## src/sv/krle_pkg.sv

```systemverilog
// ----------------------------------------------------------------------------
// krle_pkg
// Shared types, command codes, register indexes and the decay table for the
// key ripple light effect.
// ----------------------------------------------------------------------------
package krle_pkg;

  // Field widths fixed by the item format.
  localparam int unsigned KeyW   = 7;
  localparam int unsigned PosW   = 13;
  localparam int unsigned TimeW  = 32;
  localparam int unsigned LevelW = 8;
  localparam int unsigned CmdW   = 2;
  localparam int unsigned ColW   = 8;
  localparam int unsigned CfgIdxW  = 4;
  localparam int unsigned CfgDataW = 24;

  // Default sizes.
  localparam int unsigned MAX_KEYS    = 128;
  localparam int unsigned PRESS_SLOTS = 16;
  localparam int unsigned EXP_ENTRIES = 256;
  localparam int unsigned ExpMax      = 1024;
  localparam int unsigned ExpIdxW     = 10;

  // Command codes.
  localparam logic [CmdW-1:0] CMD_LOAD   = 2'd0;
  localparam logic [CmdW-1:0] CMD_PRESS  = 2'd1;
  localparam logic [CmdW-1:0] CMD_RENDER = 2'd2;
  localparam logic [CmdW-1:0] CMD_NONE   = 2'd3;

  // Register indexes.
  localparam logic [CfgIdxW-1:0] REG_RING_SPEED  = 4'd0;
  localparam logic [CfgIdxW-1:0] REG_DECAY_RATE  = 4'd1;
  localparam logic [CfgIdxW-1:0] REG_THICKNESS   = 4'd2;
  localparam logic [CfgIdxW-1:0] REG_SCALE       = 4'd3;
  localparam logic [CfgIdxW-1:0] REG_RIPPLE      = 4'd4;
  localparam logic [CfgIdxW-1:0] REG_BASE        = 4'd5;
  localparam logic [CfgIdxW-1:0] REG_WINDOW      = 4'd6;
  localparam logic [CfgIdxW-1:0] REG_KEY_COUNT   = 4'd7;

  localparam logic [12:0] MIN_THICK = 13'd20;
  localparam logic [64:0] EXP_STEP  = 65'd4162825044;

  // One queued item.
  typedef struct packed {
    logic [CmdW-1:0]   cmd;
    logic [KeyW-1:0]   key;
    logic [PosW-1:0]   pos_x;
    logic [PosW-1:0]   pos_y;
    logic [TimeW-1:0]  now;
    logic [LevelW-1:0] level;
  } item_t;

  // Register file as seen by the datapath.
  typedef struct packed {
    logic [15:0] speed;
    logic [15:0] decay_rate;
    logic [12:0] thick;
    logic [11:0] scale;
    logic [23:0] ripple;
    logic [23:0] base;
    logic [15:0] window;
    logic [7:0]  count;
  } cfg_t;

  typedef logic [16:0] exp_tab_t [ExpMax];

  // exp(-i/32) in Q.16, built by repeated rounded multiplication in Q.32.
  function automatic exp_tab_t build_exp();
    exp_tab_t    tab;
    logic [64:0] acc;
    logic [64:0] prod;
    acc = 65'd1 << 32;
    for (int i = 0; i < ExpMax; i++) begin
      tab[i] = 17'((acc + 65'd32768) >> 16);
      prod   = acc * EXP_STEP;
      acc    = (prod + (65'd1 << 31)) >> 32;
    end
    return tab;
  endfunction

endpackage

```

## src/sv/krle_front.sv

```systemverilog
// ----------------------------------------------------------------------------
// krle_front
// Accepts input items, drops those that do nothing and queues the rest.
// ----------------------------------------------------------------------------
module krle_front #(
  parameter int unsigned MaxKeys = krle_pkg::MAX_KEYS
) (
  input  logic                        clk_i,
  input  logic                        rst_ni,
  input  logic                        in_valid_i,
  output logic                        in_stall_o,
  input  krle_pkg::item_t             in_item_i,
  input  logic [7:0]                  count_i,
  output krle_pkg::item_t             item_o,
  output logic                        item_vld_o,
  input  logic                        pop_i
);
  import krle_pkg::*;

  item_t      fifo_q [2];
  logic       wp_q, rp_q;
  logic [1:0] cnt_q;
  logic       keep, push, full;

  // Classify the item: only useful commands go into the queue.
  always_comb begin
    keep = 1'b0;
    case (in_item_i.cmd)
      CMD_LOAD:   keep = ({1'b0, in_item_i.key} < 8'(MaxKeys));
      CMD_PRESS:  keep = ({1'b0, in_item_i.key} < count_i);
      CMD_RENDER: keep = ({1'b0, in_item_i.key} < count_i);
      default:    keep = 1'b0;
    endcase
  end

  assign full       = (cnt_q == 2'd2);
  assign in_stall_o = full;
  assign push       = in_valid_i && !full && keep;
  assign item_o     = fifo_q[rp_q];
  assign item_vld_o = (cnt_q != 2'd0);

  // Two-entry queue between the front and the back.
  always_ff @(posedge clk_i or negedge rst_ni) begin
    if (!rst_ni) begin
      wp_q  <= 1'b0;
      rp_q  <= 1'b0;
      cnt_q <= 2'd0;
    end else begin
      if (push) begin
        wp_q <= !wp_q;
      end
      if (pop_i) begin
        rp_q <= !rp_q;
      end
      cnt_q <= cnt_q + 2'(push) - 2'(pop_i);
    end
  end

  always_ff @(posedge clk_i) begin
    if (push) begin
      fifo_q[wp_q] <= in_item_i;
    end
  end

endmodule

```

## config.mk

```make
export PLATFORM = sky130hd
export DESIGN_NAME = krle_front
export DESIGN_NICKNAME = d
export VERILOG_FILES = /design/src/sv/krle_pkg.sv /design/src/sv/krle_front.sv
export SDC_FILE = /design/constraint.sdc
export NUM_CORES = 1
export LEC_CHECK = 0
export ABC_AREA = 1
export BUFFER_PORTS_ARGS = -buffer_cell sky130_fd_sc_hd__buf_2
export CORE_MARGIN = 4
export CORE_UTILIZATION = 38
export CTS_CLUSTER_SIZE = 12
export DETAILED_ROUTE_END_ITERATION = 6
export SLEW_MARGIN = 0
export SYNTH_ARGS = -nofsm -noshare
export SYNTH_HDL_FRONTEND = slang
export SYNTH_SLANG_ARGS = --single-unit
```

## constraint.sdc

```tcl
create_clock -name clk_i -period 4.4 [get_ports clk_i]
set_input_delay 0.88 -clock clk_i [delete_from_list [all_inputs] [get_ports clk_i]]
set_output_delay 0.88 -clock clk_i [all_outputs]
set_load 0.02 [all_outputs]
```

# After elaboration in Yosys (flattened, before gate mapping)
# Memories as Yosys holds them, arrays and structs flattened.
# Index checks and enable logic that the tools add are counted.
[totals]
register_bits = 4
mem_bits_rw = 150
word_cells = 21
n_memories = 1
[op_classes]
addsub = 2
magnitude_cmp = 1
eq_ne = 3
mux = 3
n_reduce_logical = 8
[mem_list]
columns = ["memory", "depth", "width", "rd", "rd_ports_with_merged_regs", "wr", "line_no", "rtl"]
rows = [
  ["fifo_q", 2, 75, 1, 0, 1, "krle_front.sv:20", "item_t fifo_q [2];"],
]
[ops]
columns = ["operator", "count"]
rows = [
  ["less-than comparator 7 x 8 -> 1 bit", 1],
  ["== test 2 bit, second input constant", 2],
  ["zero test 1 bit", 3],
  ["adder 2 x 1 -> 2 bit", 1],
  ["== test 2 x 1 -> 1 bit, second input constant", 1],
  ["logical AND 1 bit", 2],
  ["zero test 2 bit", 1],
  ["2-to-1 mux 1 bit", 2],
  ["case mux 1 bit (2 select lines)", 1],
  ["nonzero test 2 bit", 1],
  ["OR reduction 2 bit", 1],
  ["subtractor 2 x 1 -> 2 bit", 1],
]

# Depth between registers and ports, before layout
# Gate-level depths: netlist (run 1).
[depth]
word_depth = 6
depth_mapped = 15
depth_no_buf = 15

# Worst setup path before layout (run 1)
# No wires, ideal clock.
[synth_path]
path_kind = "in2reg"
startpoint = "in count_i[5]"
endpoint = "mem fifo_q[1][0] in the netlist's numbering (enable)"
setup_ns = 0.509
arrival_ns = 4.804
required_time_ns = 3.891
setup_slack_ns = -0.913
stages = 8
path_buffers = 0
cell_sequence = "inv_1 ha_1 a21o_1 a21oi_1 nand3_1 nand2_1 nand2_1 nor2_1"
[synth_via]
elab_chain_len = 5
[synth_rtl]
columns = ["item", "line_no", "rtl"]
rows = [
  ["start: declaration", "krle_front.sv:13", "input logic [7:0] count_i,"],
  ["less-than comparator 7 x 8 -> 1 bit", "krle_front.sv:30, krle_front.sv:31", ""],
  ["case mux 1 bit (2 select lines)", "krle_front.sv:28", "case (in_item_i.cmd)"],
  ["logical AND 1 bit", "krle_front.sv:38", "assign push = in_valid_i && !full && keep;"],
  ["2-to-1 mux 1 bit", "krle_front.sv:60", "if (push) begin"],
  ["2-to-1 mux 1 bit (implied by the code)", "krle_front.sv:61", "fifo_q[wp_q] <= in_item_i;"],
  ["end: declaration", "krle_front.sv:20", ""],
]
# Every way passes these cells.

==> results of run 1 <==
==> per-stage QoR <==
stage | total power [uW] | hold slack, ns | worst slack, ns | std cells | util
global route | 4860 | 0.231 | 1.22 | 693 | 0.498
finish | 4630 | 0.257 | 1.32 | 693 | 0.498
floorplan | 2920 | 0.442 | 0.345 | 291 | -
detailed placement | 3320 | 0.471 | 1.39 | 661 | 0.462
global placement | 3300 | 0.461 | 1.45 | 661 | 0.462
CTS | 4710 | 0.230 | 1.25 | 693 | 0.498
==> final cells by class <==
cell class,instances,share of cell area
clock buffers,18,0.0563
clock inverters,14,0.0169
inverters,18,0.00902
multi-input cells,111,0.165
flip-flops and latches,154,0.604
well taps,211,0.0346
repair buffers,167,0.114
==> flip-flops by register name, indices dropped and copies added (netlist names) <==
register / cells
fifo_q: 150
rp_q: 1
wp_q: 1
cnt_q: 2
==> synth_stat cells <==
| library cell | number | area share |
|---|---|---|
| buf_6 | 4 | 0.0075 |
| a21o_1 | 1 | 0.0013 |
| buf_2 | 3 | 0.0025 |
| edfxtp_1 | 150 | 0.75 |
| and3_1 | 1 | 0.0010 |
| mux2_4 | 40 | 0.10 |
| dfrtp_1 | 4 | 0.017 |
| mux2_2 | 35 | 0.066 |
| inv_1 | 18 | 0.011 |
| buf_4 | 1 | 0.0013 |
| nand3_1 | 2 | 0.0017 |
| ha_1 | 10 | 0.021 |
| nand2_1 | 11 | 0.0069 |
| nor2_1 | 4 | 0.0025 |
| nor3b_1 | 1 | 0.0013 |
| or2_2 | 1 | 0.0010 |
| xor2_1 | 2 | 0.0029 |
| a21oi_1 | 2 | 0.0017 |
| xnor2_1 | 1 | 0.0015 |
==> cell families after synthesis <==
family / Yosys count
adders and majority gates: 10
buffers and inverters: 26
AOI/OAI and AO/OA: 3
muxes: 75
and+or+nand+nor: 20
xor gates and xnor gates: 3
DFF: 154
==> critical path, stage by stage (launching register included) <==
cell and delay (ns):
dfrtp_4 0.85, buf_12 0.36, mux2_2 0.38, buf_2 0.16
==> per-layer routing <==
layer,global-route usage,up-vias,share of wire
met1,0.149,1519,0.41
met4,0.0589,2,0.021
met2,0.207,124,0.48
met3,0.0529,21,0.084
li1,-,1463,-
met5,0,-,0.00064
==> how the worst min path moves through the flow <==
stage | from | endpoint | slack (ns)
detailed placement | wp_q | wp_q | 0.47
finish | rst_ni | cnt_q[0] | 0.26
global route | rst_ni | cnt_q[0] | 0.23
CTS | rst_ni | cnt_q[0] | 0.23
global placement | wp_q | wp_q | 0.46
floorplan | wp_q | wp_q | 0.44
==> power by group <==
| group | switching [uW] | leakage, uW | internal (uW) |
|---|---|---|---|
| combinational | 720 | 0.00138 | 605 |
| clock | 550 | 0.000271 | 824 |
| sequential | 122 | 0.00141 | 1810 |
| total | 1390 | 0.00306 | 3230 |
==> flow_summary.yaml, run 1 <==
run_status:
  outcome: "finished, final reports clean"
yosys:
  synth_compound_area_frac: 0.00292
  synth_top_family_by_area: "multiplexers"
  yosys_warnings: 0
  synthCells: 291
  avgSynthCellArea_sq_um: 20.6
  synth_area_sq_mm: 0.00599
  synth-xor-area-share: 0.00439
  synth_fa_ha_area_frac: 0.0209
  postSynthNetCount: 388
  ys_seq_area_frac: 0.769
  synthDistinctLibCells: 19
  synth.area.mux_share: 0.166
  synth-simple-area-share: 0.0144
  ys_seq_elements: 154
sta:
  final-setup-viol-count: 0
  hold_viol: 0
  rsz0062_at_grt: "no"
  skew_ns: 0.0116
  slew_violations: 0
  timing.fmax_mhz: 325
  max_slew_margin: 0.549
  worst_slew_pin_slew_ns: 0.677
  fin_crit_sh: 0.700
  setup_tns_ns: 0
  finalCriticalPeriod_ns: 3.08
finish:
  nNetsFinal: 566
  multi_input_area_sq_mm: 0.00126
  final_cell_mix: "buf_2 (163), edfxtp_1 (150), mux2_4 (40), mux2_2 (35)"
  seq_area_sq_mm: 0.00461
  syn_to_final_growth_pct: 27.3
  drive_above_1_share: 0.571
  layout_commonest_cell: "buf_2"
  design_area_sq_mm: 0.00763
  antenna-diode-count: 0
  n_fill_cell: 1309
clocking:
  postCtsSetupBuffers: 0
  cts-hold-fix-buffers: 0
  clockRootBuffer: "clkbuf_16"
  clock_sinks: 154
  cts.repair.resized: 0
  cts_buffer_depth: 2
  clk_latency_ns: 0.42
  numCtsBuffers: 17
  cts.reportedPaths.clkPinSlew_ns: 0.06
  cts_tree: "yes"
  htreeDepth: 4
setup_path:
  cp-endpoint: "item_o[10]"
  critical_path_class: "flop to primary output"
  cp-start-kind: "flop"
  cp-end-kind: "primary output"
  r2r_slack_ns: 2.39
  required_ns: 3.52
  critPathLaunch: "rp_q"
  worstPathArrival_ns: 2.20
  reg2regPathDepth: 6
  r2r_end: "fifo_q[0][28]"
  rr_startpoint: "cnt_q[1]"
  crit_fanout: 41
die:
  initial_core_util: 0.391
  io_pins: 164
  num_rows: 45
  core_area_sq_mm: 0.0153
  die_w_um: 134
  die_h_um: 134
  fp.dieArea_sq_mm: 0.0178
global_route:
  grt_max_degree: 53
  grt_pass1_wl_mm: 17.2
  grt_overflow_total: 0
  grt_pass1_vias: 3432
  grt_antenna_before_repair: 1
  track_usage: 0.128
place:
  place_area_sq_mm: 0.00707
  io_buffers: 163
  place_congestion: 0.711
  post-dp-hpwl_mm: 7.24
routing:
  vias_per_cell: 4.52
  wl_mm: 11.0
  wl_per_cell_um: 15.9
  drc: 0
  firstDrtPassIters: 4
  dr_total_vias: 3129
  drt_iter0_drc: 151
  final_antenna_net_count: 0
pwr:
  p_per_area_mw_per_mm2: 607
  p_leak_uw: 0.00306
  vdd_drop_max_mv: 0.301
min_path:
  min_path_type: "input port to async pin"
run:
  drv_cap: 0
No activity file was read; power rests on OpenSTA's default activity.
==> run 2: changes to the inputs <==
==> constraint.sdc (replaced) <==
create_clock -name clk_i -period 2.5 [get_ports clk_i]
set_input_delay 0.5 -clock clk_i [delete_from_list [all_inputs] [get_ports clk_i]]
set_output_delay 0.5 -clock clk_i [all_outputs]
set_load 0.02 [all_outputs]
==> run 2 against run 1 <==
Compared with the run above: register-to-register slack worse by 1.8 ns; final cell count up 1.3%; cell area up 3.3%; critical path type unchanged.
==> flow_summary.yaml, run 2 (synthesis gave the netlist of run 1 again) <==
sta:
  fin_crit_sh: 0.931
  hold_viol: 0
  timing.fmax_mhz: 430
  finalCriticalPeriod_ns: 2.33
  worst_slew_pin_slew_ns: 0.366
  setup_tns_ns: 0
  final-setup-viol-count: 0
  slew_violations: 0
  rsz0062_at_grt: "no"
  worst_slack_ns: 0.173
  max_slew_margin: 0.755
  skew_ns: 0.00519
finish:
  top_register: "fifo_q"
  syn_to_final_growth_pct: 31.6
  largest_reg_flops: 150
  utilization: 0.515
  reg_top3: "fifo_q x150, cnt_q x2"
  finalNonFillerCells: 702
  layout_commonest_cell: "buf_2"
  nNetsFinal: 575
  final_cell_mix: "buf_2 (163), edfxtp_1 (150), mux2_4 (40), mux2_2 (35), clkbuf_16 (17)"
  drive_above_1_share: 0.594
clocking:
  htreeDepth: 4
  clockRootBuffer: "clkbuf_16"
  clock_sinks: 154
  clk_latency_ns: 0.41
  cts.reportedPaths.clkPinSlew_ns: 0.06
  cts.repair.resized: 0
  cts_buffer_depth: 2
  cts_tree: "yes"
  numCtsBuffers: 17
routing:
  wl_mm: 11.2
  dr_total_vias: 3127
  drt_iter0_drc: 155
  final_antenna_net_count: 0
  wl_per_cell_um: 15.9
  drc: 0
  firstDrtPassIters: 4
  vias_per_cell: 4.45
setup_path:
  cpPeakStageDelay_ns: 0.61
  worstPathArrival_ns: 1.83
  critical_path_class: "flop to primary output"
  crit_fanout: 15
  cp-end-kind: "primary output"
  crit_chain: "buf_4, mux2_2, buf_2"
  cp-start-kind: "flop"
  crit_slowest_cell: "dfrtp_4"
  required_ns: 2.00
die:
  num_rows: 45
  fp.dieArea_sq_mm: 0.0178
  die_h_um: 134
  die_w_um: 134
  initial_core_util: 0.391
  io_pins: 164
  core_area_sq_mm: 0.0153
pwr:
  p_leak_uw: 0.00313
  vdd_drop_max_mv: 0.523
  power.total_uw: 8410
  p_per_area_mw_per_mm2: 1070
place:
  io_buffers: 163
  place_congestion: 0.725
  pre_cts_ws_ns: 0.0392
  dpl.cell_count: 668
  post-dp-hpwl_mm: 7.73
run_status:
  outcome: "finished, final reports clean"
run:
  drv_cap: 0
global_route:
  grt_pass1_vias: 3485
  grt_max_degree: 33
  track_usage: 0.133
  grt_overflow_total: 0
  grt_antenna_before_repair: 0
  grt_pass1_wl_mm: 18.1
min_path:
  min_path_type: "input port to flop"
==> run 2: cell count changes in the layout (fill, tap and decap cells not counted), moves of 2 or more <==
cell	change
ha_4	+3
buf_12	+6
inv_1	-4
inv_2	+2
inv_12	+2
ha_1	-3
clkinv_4	+2
clkinv_2	-4
==> run 2: cell type report <==
class | instances | area, sq um
Antenna cell | 1 | 2.50
Clock buffer | 19 | 433
Clock inverter | 12 | 150
Fill cell | 1345 | 7430
Inverter | 18 | 96.3
Multi-Input combinational cell | 111 | 1300
Sequential cell | 154 | 4610
Tap cell | 211 | 264
Timing Repair Buffer | 176 | 1020
==> run 2: worst paths after layout <==
path | to | slack [ns] | from | depth (start not counted)
max | item_o[21] | 0.17 | rp_q | 3
min | fifo_q[1][16] | 0.28 | in_item_i[16] | 1
max reg2reg | cnt_q[1] | 0.57 | cnt_q[1] | 9
min reg2reg | wp_q | 0.47 | wp_q | 2
max in group asynchronous | rp_q | 1.93 | rst_ni | 2
min in group asynchronous | rp_q | 0.43 | rst_ni | 2
==> run 2: worst max-delay path, delay by kind of cell (launching register included) <==
kind                   cells  cell delay [ns]
buffers and inverters      2             0.44
muxes                      1             0.36
DFF                        1             0.61
==> run 2: per-layer routing <==
metal	share of wire	wire [um]	track usage
met4	0.010	114	0.0497
met2	0.50	5570	0.218
met5	0	0	0
met3	0.083	926	0.0536
met1	0.41	4570	0.157
==> run 2: per-stage QoR <==
step,hold WS (ns),area [sq um]
4_1_cts,0.247,7880
5_1_grt,0.249,7880
6_report,0.277,7880
3_5_place_dp,0.316,7270
3_3_place_gp,0.310,7270
2_1_floorplan,0.204,6070
==> run 2: power by group <==
part | switching [uW] | internal, uW
registers | 131 | 3180
clock network | 951 | 1560
logic | 1400 | 1190
total | 2480 | 5930
==> run 2: what timing repair did <==
item | 4_1_cts | 5_1_grt
endpoints found under the hold margin | 4 | 0
hold buffers | 1 | 0
buffers inserted | 1 | 0
setup endpoints to repair | 5 | 0
